<file path="src/pst_pkg.sv">
// Package for the peer session slot table: sizes, codes, slot entry and result types.
// No dependencies; every module of the block imports it.
`default_nettype none

package pst_pkg;

  // Table geometry
  localparam int NUM_SLOTS = 8;
  localparam int SLOT_W    = 3;
  localparam int CNT_W     = 4;

  // Configuration register indexes and reset values
  localparam logic [1:0]  CFG_MAX_SLOTS     = 2'd0;
  localparam logic [1:0]  CFG_TIMEOUT       = 2'd1;
  localparam logic [1:0]  CFG_PING_INTERVAL = 2'd2;
  localparam logic [3:0]  RESET_MAX_SLOTS   = 4'd8;
  localparam logic [31:0] RESET_TIMEOUT     = 32'd15000;
  localparam logic [31:0] RESET_PING        = 32'd2000;

  // Input word modes
  localparam logic [2:0] MODE_TICK  = 3'd0;
  localparam logic [2:0] MODE_JOIN  = 3'd1;
  localparam logic [2:0] MODE_BYE   = 3'd2;
  localparam logic [2:0] MODE_PING  = 3'd3;
  localparam logic [2:0] MODE_PONG  = 3'd4;
  localparam logic [2:0] MODE_OTHER = 3'd5;

  typedef enum logic [2:0] {
    EV_WELCOME   = 3'd0,
    EV_REFUSED   = 3'd1,
    EV_LOBBY     = 3'd2,
    EV_PONG      = 3'd3,
    EV_RTT       = 3'd4,
    EV_DROP_BYE  = 3'd5,
    EV_DROP_TIME = 3'd6,
    EV_PING_REQ  = 3'd7
  } event_t;

  typedef enum logic [2:0] {
    S_IDLE,
    S_SCAN,
    S_ACT,
    S_LOBBY,
    S_DONE
  } state_t;

  // One slot entry as held in the slot memory
  typedef struct packed {
    logic [31:0] addr;
    logic [15:0] port;
    logic [31:0] last_seen;
    logic [31:0] pinged_at;
    logic [31:0] rtt;
  } entry_t;

  typedef struct packed {
    logic                we;
    logic [SLOT_W-1:0]   addr;
    entry_t              data;
  } ram_wr_t;

  typedef struct packed {
    event_t              ev;
    logic [SLOT_W-1:0]   slot;
    logic [31:0]         value;
    logic [CNT_W-1:0]    count;
  } result_t;

  // Number of slots in use
  function automatic logic [CNT_W-1:0] count_used(input logic [NUM_SLOTS-1:0] used);
    logic [CNT_W-1:0] n;
    n = '0;
    for (int i = 0; i < NUM_SLOTS; i++) begin
      n = n + CNT_W'(used[i]);
    end
    return n;
  endfunction

endpackage

`default_nettype wire

</file>
<file path="src/pst_slot_ram.sv">
// Slot entry memory: one write port, one read port with registered read data.
// Depends on pst_pkg for the entry type and table size.
`default_nettype none

module pst_slot_ram
  import pst_pkg::*;
(
  input  wire logic              clk,
  input  wire ram_wr_t           wr,
  input  wire logic [SLOT_W-1:0] raddr,
  output entry_t                 q
);

  entry_t mem [NUM_SLOTS];

  // Write the selected entry
  always_ff @(posedge clk) begin
    if (wr.we) begin
      mem[wr.addr] <= wr.data;
    end
  end

  // Register the read data
  always_ff @(posedge clk) begin
    q <= mem[raddr];
  end

endmodule

`default_nettype wire

</file>
<file path="src/pst_out_stage.sv">
// Result output stage: holds one pending word so the final word of an item can carry last.
// Depends on pst_pkg for the result type.
`default_nettype none

module pst_out_stage
  import pst_pkg::*;
(
  input  wire logic              clk,
  input  wire logic              rst,
  input  wire logic              push_v,
  input  wire result_t           push,
  input  wire logic              flush,
  output logic                   res_strobe,
  output logic [2:0]             event_res,
  output logic [SLOT_W-1:0]      slot,
  output logic [31:0]            value,
  output logic [CNT_W-1:0]       present_count,
  output logic                   last
);

  logic    pend_v;
  result_t pend;

  // Hold the newest word; release the older one when another arrives or at the end
  always_ff @(posedge clk) begin
    if (rst) begin
      pend_v     <= 1'b0;
      res_strobe <= 1'b0;
    end else begin
      res_strobe <= pend_v && (push_v || flush);
      if (push_v) begin
        pend_v <= 1'b1;
      end else if (flush) begin
        pend_v <= 1'b0;
      end
    end
  end

  always_ff @(posedge clk) begin
    if (push_v) begin
      pend <= push;
    end
    if (pend_v && (push_v || flush)) begin
      event_res     <= pend.ev;
      slot          <= pend.slot;
      value         <= pend.value;
      present_count <= pend.count;
      last          <= flush;
    end
  end

endmodule

`default_nettype wire

</file>
<file path="src/pst_ctrl.sv">
// Sequencer: scans the slot memory one entry a cycle, updating it and emitting result words.
// Depends on pst_pkg; drives pst_slot_ram and pst_out_stage.
`default_nettype none

module pst_ctrl
  import pst_pkg::*;
(
  input  wire logic              clk,
  input  wire logic              rst,
  input  wire logic              start,
  input  wire logic [2:0]        mode,
  input  wire logic [31:0]       addr_key,
  input  wire logic [15:0]       peer_port,
  input  wire logic [31:0]       now_ms,
  input  wire logic [31:0]       stamp,
  input  wire logic [3:0]        max_slots,
  input  wire logic [31:0]       timeout_ms,
  input  wire logic [31:0]       ping_interval_ms,
  output logic                   busy,
  output logic [SLOT_W-1:0]      raddr,
  input  wire entry_t            q,
  output ram_wr_t                wr,
  output logic                   push_v,
  output result_t                push,
  output logic                   flush
);

  state_t                 state, state_next;
  logic [SLOT_W:0]        ctr;
  logic                   proc_v;
  logic [SLOT_W-1:0]      proc_idx;
  logic [NUM_SLOTS-1:0]   used, used_next;
  logic                   found;
  logic [SLOT_W-1:0]      hit_idx;
  entry_t                 hit_entry;
  logic [2:0]             cur_mode;
  logic [31:0]            cur_addr, cur_now, cur_stamp;
  logic [15:0]            cur_port;

  logic                   scan_hit;
  logic                   scan_end;
  logic [31:0]            age, ping_age, rtt_now;
  logic [3:0]             cap;
  logic                   free_v;
  logic [SLOT_W-1:0]      free_idx;
  logic                   fresh;

  assign busy  = (state != S_IDLE);
  assign raddr = ctr[SLOT_W-1:0];

  assign age      = cur_now - q.last_seen;
  assign ping_age = cur_now - q.pinged_at;
  assign rtt_now  = cur_now - cur_stamp;
  assign scan_hit = proc_v && used[proc_idx] && (q.addr == cur_addr) && (q.port == cur_port);
  assign scan_end = proc_v && (proc_idx == SLOT_W'(NUM_SLOTS - 1));
  assign cap      = (max_slots > 4'(NUM_SLOTS)) ? 4'(NUM_SLOTS) : max_slots;
  assign fresh    = (cur_mode == MODE_JOIN) && !found && free_v;

  // Lowest free slot below capacity
  always_comb begin
    free_v   = 1'b0;
    free_idx = '0;
    for (int i = NUM_SLOTS - 1; i >= 0; i--) begin
      if (!used[i] && (4'(i) < cap)) begin
        free_v   = 1'b1;
        free_idx = SLOT_W'(i);
      end
    end
  end

  // Next state
  always_comb begin
    state_next = state;
    case (state)
      S_IDLE: begin
        if (start) state_next = S_SCAN;
      end
      S_SCAN: begin
        if (scan_end) begin
          if (cur_mode inside {MODE_JOIN, MODE_BYE, MODE_PING, MODE_PONG, MODE_OTHER}) begin
            state_next = S_ACT;
          end else begin
            state_next = S_DONE;
          end
        end
      end
      S_ACT:   state_next = fresh ? S_LOBBY : S_DONE;
      S_LOBBY: state_next = S_DONE;
      S_DONE:  state_next = S_IDLE;
      default: state_next = S_IDLE;
    endcase
  end

  // Memory writes, slot flags and result words
  always_comb begin
    used_next  = used;
    wr         = '0;
    push_v     = 1'b0;
    push       = '0;
    push.ev    = EV_WELCOME;
    flush      = 1'b0;
    case (state)
      S_SCAN: begin
        // Tick: drop silent peers, else request a ping when due
        if (cur_mode == MODE_TICK && proc_v && used[proc_idx]) begin
          if (age > timeout_ms) begin
            used_next[proc_idx] = 1'b0;
            push_v     = 1'b1;
            push.ev    = EV_DROP_TIME;
            push.slot  = proc_idx;
          end else if (ping_age >= ping_interval_ms) begin
            wr.we             = 1'b1;
            wr.addr           = proc_idx;
            wr.data           = q;
            wr.data.pinged_at = cur_now;
            push_v     = 1'b1;
            push.ev    = EV_PING_REQ;
            push.slot  = proc_idx;
            push.value = cur_now;
          end
        end
      end
      S_ACT: begin
        if (found) begin
          // Refresh the known peer, then act on the datagram
          wr.we             = 1'b1;
          wr.addr           = hit_idx;
          wr.data           = hit_entry;
          wr.data.last_seen = cur_now;
          push.slot         = hit_idx;
          case (cur_mode)
            MODE_JOIN: begin
              push_v  = 1'b1;
              push.ev = EV_WELCOME;
            end
            MODE_BYE: begin
              used_next[hit_idx] = 1'b0;
              push_v  = 1'b1;
              push.ev = EV_DROP_BYE;
            end
            MODE_PING: begin
              push_v     = 1'b1;
              push.ev    = EV_PONG;
              push.value = cur_stamp;
            end
            MODE_PONG: begin
              wr.data.rtt = rtt_now;
              push_v      = 1'b1;
              push.ev     = EV_RTT;
              push.value  = rtt_now;
            end
            default: begin
            end
          endcase
        end else if (cur_mode == MODE_JOIN) begin
          push_v = 1'b1;
          if (free_v) begin
            wr.we               = 1'b1;
            wr.addr             = free_idx;
            wr.data.addr        = cur_addr;
            wr.data.port        = cur_port;
            wr.data.last_seen   = cur_now;
            used_next[free_idx] = 1'b1;
            push.ev             = EV_WELCOME;
            push.slot           = free_idx;
          end else begin
            push.ev = EV_REFUSED;
          end
        end
      end
      S_LOBBY: begin
        push_v    = 1'b1;
        push.ev   = EV_LOBBY;
        push.slot = hit_idx;
      end
      S_DONE: begin
        flush = 1'b1;
      end
      default: begin
      end
    endcase
    push.count = count_used(used_next);
  end

  // Control registers
  always_ff @(posedge clk) begin
    if (rst) begin
      state  <= S_IDLE;
      ctr    <= '0;
      proc_v <= 1'b0;
      used   <= '0;
      found  <= 1'b0;
    end else begin
      state  <= state_next;
      used   <= used_next;
      proc_v <= (state == S_SCAN) && !ctr[SLOT_W];
      if (state == S_IDLE) begin
        ctr   <= '0;
        found <= 1'b0;
      end else if (state == S_SCAN && !ctr[SLOT_W]) begin
        ctr <= ctr + 1'b1;
      end
      if (state == S_SCAN && scan_hit && !found) begin
        found <= 1'b1;
      end
    end
  end

  // Payload registers
  always_ff @(posedge clk) begin
    proc_idx <= ctr[SLOT_W-1:0];
    if (state == S_IDLE && start) begin
      cur_mode  <= mode;
      cur_addr  <= addr_key;
      cur_port  <= peer_port;
      cur_now   <= now_ms;
      cur_stamp <= stamp;
    end
    if (state == S_SCAN && scan_hit && !found) begin
      hit_idx   <= proc_idx;
      hit_entry <= q;
    end else if (state == S_ACT && fresh) begin
      hit_idx <= free_idx;
    end
  end

endmodule

`default_nettype wire

</file>
<file path="src/peer_session_slot_table_top.sv">
// Top level of the peer session slot table: configuration registers and wiring.
// Depends on pst_pkg, pst_slot_ram, pst_ctrl and pst_out_stage.
//
//   channel  handshake          payload
//   input    start / busy       mode, addr_key, peer_port, now_ms, stamp
//   result   res_strobe         event_res, slot, value, present_count, last
//   config   cfg_we             cfg_index, cfg_data
//
// The slot memory is read one entry a cycle through its single read port, so busy stays
// high while the scan (S_SCAN) reads every slot; a datagram adds an update state (S_ACT),
// a new peer the lobby state (S_LOBBY) for its lobby word, and every item ends with
// S_DONE, which releases its last word. A word leaves in the cycle after the next word is
// formed or the item closes, never held back.
// Reset restores the register defaults and marks every slot free; memory is not cleared.
`default_nettype none

module peer_session_slot_table_top
  import pst_pkg::*;
(
  input  wire logic              clk,
  input  wire logic              rst,
  input  wire logic              start,
  output logic                   busy,
  input  wire logic [2:0]        mode,
  input  wire logic [31:0]       addr_key,
  input  wire logic [15:0]       peer_port,
  input  wire logic [31:0]       now_ms,
  input  wire logic [31:0]       stamp,
  output logic                   res_strobe,
  output logic [2:0]             event_res,
  output logic [SLOT_W-1:0]      slot,
  output logic [31:0]            value,
  output logic [CNT_W-1:0]       present_count,
  output logic                   last,
  input  wire logic              cfg_we,
  input  wire logic [1:0]        cfg_index,
  input  wire logic [31:0]       cfg_data
);

  logic [3:0]        max_slots;
  logic [31:0]       timeout_ms;
  logic [31:0]       ping_interval_ms;
  logic [SLOT_W-1:0] raddr;
  entry_t            q;
  ram_wr_t           wr;
  logic              push_v;
  result_t           push;
  logic              flush;

  // Configuration registers
  always_ff @(posedge clk) begin
    if (rst) begin
      max_slots        <= RESET_MAX_SLOTS;
      timeout_ms       <= RESET_TIMEOUT;
      ping_interval_ms <= RESET_PING;
    end else if (cfg_we) begin
      case (cfg_index)
        CFG_MAX_SLOTS:     max_slots        <= cfg_data[3:0];
        CFG_TIMEOUT:       timeout_ms       <= cfg_data;
        CFG_PING_INTERVAL: ping_interval_ms <= cfg_data;
        default: begin
        end
      endcase
    end
  end

  pst_slot_ram u_ram (
    .clk   (clk),
    .wr    (wr),
    .raddr (raddr),
    .q     (q)
  );

  pst_ctrl u_ctrl (
    .clk              (clk),
    .rst              (rst),
    .start            (start),
    .mode             (mode),
    .addr_key         (addr_key),
    .peer_port        (peer_port),
    .now_ms           (now_ms),
    .stamp            (stamp),
    .max_slots        (max_slots),
    .timeout_ms       (timeout_ms),
    .ping_interval_ms (ping_interval_ms),
    .busy             (busy),
    .raddr            (raddr),
    .q                (q),
    .wr               (wr),
    .push_v           (push_v),
    .push             (push),
    .flush            (flush)
  );

  pst_out_stage u_out (
    .clk           (clk),
    .rst           (rst),
    .push_v        (push_v),
    .push          (push),
    .flush         (flush),
    .res_strobe    (res_strobe),
    .event_res     (event_res),
    .slot          (slot),
    .value         (value),
    .present_count (present_count),
    .last          (last)
  );

endmodule

`default_nettype wire

</file>
<file path="config.mk">
export PLATFORM = sky130hd
export DESIGN_NAME = peer_session_slot_table_top
export DESIGN_NICKNAME = d
export VERILOG_FILES = /design/src/pst_pkg.sv /design/src/pst_slot_ram.sv /design/src/pst_out_stage.sv /design/src/pst_ctrl.sv /design/src/peer_session_slot_table_top.sv
export SDC_FILE = /design/constraint.sdc
export NUM_CORES = 2
export LEC_CHECK = 0
export BUFFER_PORTS_ARGS = -buffer_cell sky130_fd_sc_hd__buf_4
export CORE_MARGIN = 2
export CORE_UTILIZATION = 50
export CTS_CLUSTER_SIZE = 8
export DETAILED_ROUTE_END_ITERATION = 12
export PLACE_DENSITY = 0.68
export SLEW_MARGIN = 20
export SYNTH_ARGS = -nofsm -noshare
export SYNTH_HDL_FRONTEND = slang
export SYNTH_SLANG_ARGS = --single-unit
</file>
<file path="constraint.sdc">
create_clock -name clk -period 21.2 [get_ports clk]
set_input_delay 2.12 -clock clk [delete_from_list [all_inputs] [get_ports clk]]
set_output_delay 2.12 -clock clk [all_outputs]
set_load 0.005 [all_outputs]
</file>
* Word level (Yosys, flattened, before mapping)
Memories as Yosys holds them, arrays and structs flattened. A register that Yosys moved wholly into a read port is not among the register bits.
Index checks and enable logic that the tools add are counted.
W data, S select, Z words.
** Word-level totals
- Register bits after elaboration :: 405
- Memories kept :: 1
- Output and inout bits :: 45
- Input port bits :: 153
- Word-level logic and storage cells :: 205
- RAM bits :: 1152
** Memories
- u_ram.mem :: words 8, bits a word 144, read ports 1, clocked after Yosys merged registers in 1, write ports 1, RTL line pst_slot_ram.sv:14 : entry_t mem [NUM_SLOTS];
** Cells by class
- Equal/unequal tests :: 16
- Reductions and logical operators :: 50
- $add $sub $neg :: 11
- Muxes and demuxes :: 75
- Magnitude comparators :: 17
- Bitwise logic cells :: 5
** Operators by type and width (number)
- $mux W148 :: 3
- $pmux W148 S2 :: 1
- $mux W84 :: 3
- $pmux W32 S2 :: 2
- $mux W32 :: 3
- $sub A32 B32 Y32 :: 3
- $mux W38 :: 2
- $mux W64 :: 1
- $mux W8 :: 6
- $mux W3 :: 15
- $eq A32 B32 Y1 :: 1
- $ge A32 B32 Y1 :: 1
- $gt A32 B32 Y1 :: 1
- $mux W1 :: 26
- $logic_and A1 B1 Y1 :: 25
- $add A4 B1 Y4 :: 6
- $pmux W6 S3 :: 1
- $and A8 B8 Y8 :: 2
- $eq A16 B16 Y1 :: 1
- $lt A3 B4 Y1 const A :: 4
- $not A8 Y8 :: 2
- $pmux W8 S2 :: 1
- $eq A3 B2 Y1 const B :: 4
- $eq A3 B3 Y1 const B :: 4
- 30 further kinds :: 56

* Logic depth before layout (Yosys ltp)
- Depth after elaboration :: 28
- Gate-level depth with buffers :: 33

* Cells and area by module
Synthesis repeated with hierarchy kept, for this count alone.
** Second synthesis, totals
- Cells, all modules :: 4053
- Area, all modules :: 69663.1 um^2
** By module, submodules not included
- pst_slot_ram :: area each 46166.8 um^2, seq. area each 37475.9 um^2, instances 1, cells an instance 1821
- pst_ctrl :: area each 18074.8 um^2, seq. area each 7307.0 um^2, instances 1, cells an instance 1872
- peer_session_slot_table_top :: area each 2792.7 um^2, seq. area each 1361.3 um^2, instances 1, cells an instance 268
- pst_out_stage :: area each 2628.8 um^2, seq. area each 2592.5 um^2, instances 1, cells an instance 92

* Worst setup path after synthesis
OpenSTA, ideal clock, no wires.
- Path kind :: register to register
- From :: reg u_ctrl.cur_now[0]
- To :: mem u_ram.mem[2][100] in the netlist's numbering (enable)
- Cell stages (with the launch flop) :: 26
- Library setup time :: 0.671 ns
- Arrival time :: 11.539 ns
- Clock period less this slack :: 12.211 ns
- Setup slack :: 8.989 ns
- Path through :: edfxtp_1 -> inv_1 -> ha_1 -> inv_1 -> fa_1 -> a211oi_1 -> o21ai_0 -> or3b_2 -> o211ai_1 -> nand3_1 -> a31oi_1 -> or4_1 -> a31o_2 -> a21oi_1 -> xnor2_1 -> ha_1 -> nand4_1 -> or2_2 -> nor4_1 -> o31ai_1 -> nand3_1 -> and2_4 -> and4bb_1 -> buf_4 -> a21o_1 -> a2111oi_2
** On the way
- Word-level cells in the longest chain between the ends :: 8
- Elaborated cells on any way between the ends :: 10
- Those cells by class :: add/sub (2); order compare (2); mux (6)
** Ends and longest elaborated chain
- start: declaration :: RTL line pst_ctrl.sv:37 : logic [31:0] cur_addr, cur_now, cur_stamp;
- start signal: assignment :: RTL line pst_ctrl.sv:216 : cur_now <= now_ms;
- $sub A32 B32 Y32 :: RTL line pst_ctrl.sv:52 : assign ping_age = cur_now - q.pinged_at;
- $ge A32 B32 Y1 :: RTL line pst_ctrl.sv:111 : end else if (ping_age >= ping_interval_ms) begin
- $mux W148 :: RTL line pst_ctrl.sv:111
- $mux W148 * :: RTL line pst_ctrl.sv:106 : if (age > timeout_ms) begin
- $mux W148 * :: RTL line pst_ctrl.sv:105 : if (cur_mode == MODE_TICK && proc_v && used[proc_idx]) begin
- $pmux W148 S2 * :: RTL line pst_ctrl.sv:102 : case (state)
- $mux W1 :: RTL line pst_slot_ram.sv:18 : if (wr.we) begin
- $mux W1 (not written as such) :: RTL line pst_slot_ram.sv:19 : mem[wr.addr] <= wr.data;
- end: declaration :: RTL line pst_slot_ram.sv:14
Every way passes the cells marked *; elsewhere a longest branch is shown, timed or not.

* Worst setup path in the final report
- From :: reg u_ctrl.cur_now[0]
- To :: mem u_ram.mem[4][113] in the netlist's numbering (enable)
Same word-level chain as after synthesis.

==> results list <==
* Outcome: finished clean
- Flop and latch count out of synthesis: between 1000 and 1500
* Worst Tran Pin Value: 1.10 ns
* Sinks on Clock Net: 1381
- Antenna diode count: 0
* Worst-case headroom to the max-slew limit: 26.3%
- Post-Route Setup TNS: 0 ns
- The cell area that synthesis handed to floorplanning was 57300 um^2.
* Worst min-delay path class: reg -> reg
- Post-CTS repair changed the size of 0 cells.
- Clock tree from TritonCTS: built
* Crit-path max FO: 56
- Post-CTS repair timing setup buffer count: 0
- Worst supply voltage drop on vdd: 0.000102 V
- Final worst-path cycle share: just over 40%
- Cts hold-fix bufs: 0
- Worst Path Arrival: 8.98 ns
* GRT Resource Usage Total: 23.8%
- The tool flagged a number of max-cap violations equal to 0.
* Slowest cell on crit path: sky130_fd_sc_hd__buf_4
- The number of global-route vias before repair is approximately 33000.
- Detail Route Antenna Nets: 0
- Chip Width: 343 um
- Post-Route Utilization: 58.1%
- Number of inserted filler cells in the final layout: 8607
- First-pass GRT wire length: 207000 um
- Total leakage power: about 23 nW
- The clock reaches the later pin of the worst-skew pair after 0.79 ns.
- Initial antenna violation count: 2
- After global routing the overflow that remains totals 0.
- STA classifies the critical path startpoint as a flip-flop.
* Number of ports placed on the die boundary: between 150 and 200
- Detailed-routing iteration count for the pre-antenna-repair pass: 7
* Final slew viol count: 0
- Wires add up to around 140000 um.
- The root buffer cell chosen for the clock tree is sky130_fd_sc_hd__clkbuf_16.
- Routed len/inst: 25.3 um
- Dividing total power by cell area gives a power density of 94.2 nW/um^2.
- Final hold violation count: 0
* Maximum clock skew at final layout: 0.0372 ns
* Net count of the mapped netlist: 3883
- The worst setup path is of the reg -> reg kind.
- Static timing analysis puts the maximum clock frequency at 116 MHz.
- For this run, asynchronously set or reset flops after synthesis account for 0%.
- Share of synthesized area occupied by flip-flops and latches: between 60 and 70%
- Buffers placed on the I/O ports in this run total 197.
* Row count: 124
- OpenSTA, run right after detailed placement, puts the worst setup slack at between 10 and 15 ns.
- Area growth from synthesis to layout: 15.5%
- Subtracting the final worst setup slack from the clock period gives 8.61 ns.
- Final-stage net count: 4177
- After detailed placement, the total cell area comes to 60600 um^2.
- Entering global routing, the biggest net connects 113 pins.
- Synthesis handed over a netlist of 3562 instances.
- Fraction of layout instances using a drive strength above 1: 20.7%
- Yosys mapped a number of flops with a built-in enable equal to around 1200.
* Final setup fails: 0
- HPWL reported at the end of detailed placement: 85500 um
- Clock buffer count from CTS: ~190
- Top flip-flop cell by instance count after synthesis: sky130_fd_sc_hd__edfxtp_1
* Starting utilization of the core area: 50.3%
- Initial DRC count: between 2000 and 3000
- From bottom edge to top edge, the die measures 343 um.
- H-tree depth: 4
* Vias after detailed routing: 32500
* GP Congestion: between 0.9 and 1
- Maximum number of buffers from clock root to sink: 3
* Setup repair after global routing missed its margin: no
- DRC Markers: 0
- Fin worst setup slack: between 10 and 15 ns
- After routing the design area is roughly 66000 um^2.
- In this run the standard cell core region covers ~110000 um^2.
- Post-detailed-route via-to-cell ratio: 5.89
- After clock tree synthesis, the clock-pin slew on the worst setup and hold paths is approximately 0.05 ns.
- WHS: between 0.4 and 0.5 ns
- After synthesis, the mean cell area works out to 16.1 um^2.
- The Yosys step of the flow raised 0 warnings.
- Die footprint: roughly 120000 um^2
* Crit-path max cell delay: 0.89 ns
* Crit path capture type: flip-flop
- The number of different library cells used by synthesis comes to 77.
- STA puts the critical path data required time at 21.58 ns.
worst max-delay path, delay by kind of cell (launching register included):
kind	cells	cell delay (ns)
AOI/OAI and AO/OA	12	2.85
and+or+nand+nor	6	2.24
buffers and inverters	4	1.71
adders and majority gates	3	0.87
DFF	1	0.40
xor gates and xnor gates	1	0.08
state kept, by name, summed over array words and instances, names as in the netlist, 42 cells and up:
name	cells
u_ram.q	112
u_ram.mem	896
u_ctrl.hit_entry	80
u_out.pend	42
final timing paths:
kind                           from           endpoint  slack [ns]  depth (start not counted)
setup / recovery  u_ctrl.cur_now[0]  u_ram.mem[4][113]       12.59                         26
hold / removal       u_out.pend[14]    u_out.value[10]        0.41                          0
hold reg to reg      u_out.pend[14]    u_out.value[10]        0.41                          0
setup reg to reg  u_ctrl.cur_now[0]  u_ram.mem[4][113]       12.59                         26
cell usage in the layout, fill, tap and decap left out, drive strengths merged, types with 8 or more instances in the layout:
master and n:
clkinv 10, o21bai 12, o21ai 85, nor4 12, buf 237, o211ai 12
a221o 18, and3 13, ha 161, xnor2 78, clkbuf 325, edfxtp 1179
a22o 60, xor2 46, a2111oi 8, mux4 226, a21o 54, mux2 112
nor3 42, nand2b 22, nand3 27, and2 12, a211oi 14, o21a 21
inv 199, a21oi 159, nand2 307, a31oi 14, nand4 21, nor2 113
a211o 17, nor2b 25, dfxtp 202, a22oi 66
synthesized netlist by cell type (6+ instances only):
cell	count	area, um^2
sky130_fd_sc_hd__mux2i_1	6	60.1
sky130_fd_sc_hd__xnor2_1	78	683
sky130_fd_sc_hd__nor3_1	42	210
sky130_fd_sc_hd__o21a_1	21	158
sky130_fd_sc_hd__dfxtp_1	202	4040
sky130_fd_sc_hd__nor4_1	12	75.1
sky130_fd_sc_hd__nand2_1	307	1150
sky130_fd_sc_hd__and2_1	10	62.6
sky130_fd_sc_hd__buf_4	9	67.6
sky130_fd_sc_hd__and3_1	13	81.3
sky130_fd_sc_hd__fa_1	7	140
sky130_fd_sc_hd__or3_1	7	43.8
sky130_fd_sc_hd__a221o_1	18	180
sky130_fd_sc_hd__mux2_2	112	1260
sky130_fd_sc_hd__mux4_2	226	5090
sky130_fd_sc_hd__a211oi_1	12	90.1
sky130_fd_sc_hd__ha_1	161	2010
sky130_fd_sc_hd__o21bai_1	12	90.1
sky130_fd_sc_hd__a211o_1	17	149
sky130_fd_sc_hd__inv_1	194	728
sky130_fd_sc_hd__o211ai_1	12	90.1
sky130_fd_sc_hd__a31oi_1	14	87.6
sky130_fd_sc_hd__edfxtp_1	1179	35400
sky130_fd_sc_hd__o31ai_1	7	52.6
sky130_fd_sc_hd__nand3_1	27	135
sky130_fd_sc_hd__buf_2	6	30.0
sky130_fd_sc_hd__xor2_1	46	403
sky130_fd_sc_hd__o21ai_0	78	390
sky130_fd_sc_hd__nand2b_1	22	138
sky130_fd_sc_hd__nand4_1	21	131
sky130_fd_sc_hd__clkbuf_1	96	360
sky130_fd_sc_hd__a21oi_1	156	781
sky130_fd_sc_hd__nor2b_1	25	156
sky130_fd_sc_hd__buf_1	24	90.1
sky130_fd_sc_hd__nor2_1	113	424
sky130_fd_sc_hd__a22o_1	60	526
sky130_fd_sc_hd__a22oi_1	66	495
sky130_fd_sc_hd__a21o_1	54	405
sky130_fd_sc_hd__or2_2	7	43.8
per-layer routing:
layer / share of wire, % / global-route usage [%] / vias to the layer above / wire length [um]
met5: 0 / 0 / - / 0
met3: 6.7 / 3.78 / 226 / 9320
met2: 47 / 37.3 / 1275 / 65500
li1: - / - / 14400 / -
met4: 3.1 / 8.92 / 0 / 4290
met1: 43 / 33.9 / 16600 / 60500
metrics by stage:
step	total power [mW]	std cells
floorplan	3.31	3562
global placement	3.44	5174
detailed placement	3.45	5174
CTS	6.29	5516
global route	6.44	5516
finish	6.24	5516
cells by family (layout without fill, tap and decap cells):
group | count (synthesis) | after routing | synth area share [%]
compound gates | 584 | 584 | 7.08
fa+ha+maj | 168 | 168 | 3.76
flops | 1381 | 1381 | 68.8
mux | 344 | 344 | 11.2
buf+inv | 331 | 773 | 2.27
simple gates | 630 | 630 | 4.99
xor+xnor | 124 | 124 | 1.89
power by group:
group          internal (mW)  switching [mW]  leakage [nW]  total, mW
logic                  0.171           0.232          7.44      0.404
clock network           1.72            1.12          2.67       2.84
registers               2.96          0.0416          12.7       3.00
final cells by class:
class,instances,area [um^2],area share (%)
Clock buffer,325,5310,8.02
Clock inverter,17,319,0.482
Inverter,194,728,1.10
Multi-Input combinational cell,1850,16700,25.2
Sequential cell,1381,39500,59.6
Tap cell,1512,1890,2.86
Timing Repair Buffer,237,1840,2.78
(Power assumes the default switching activity.)
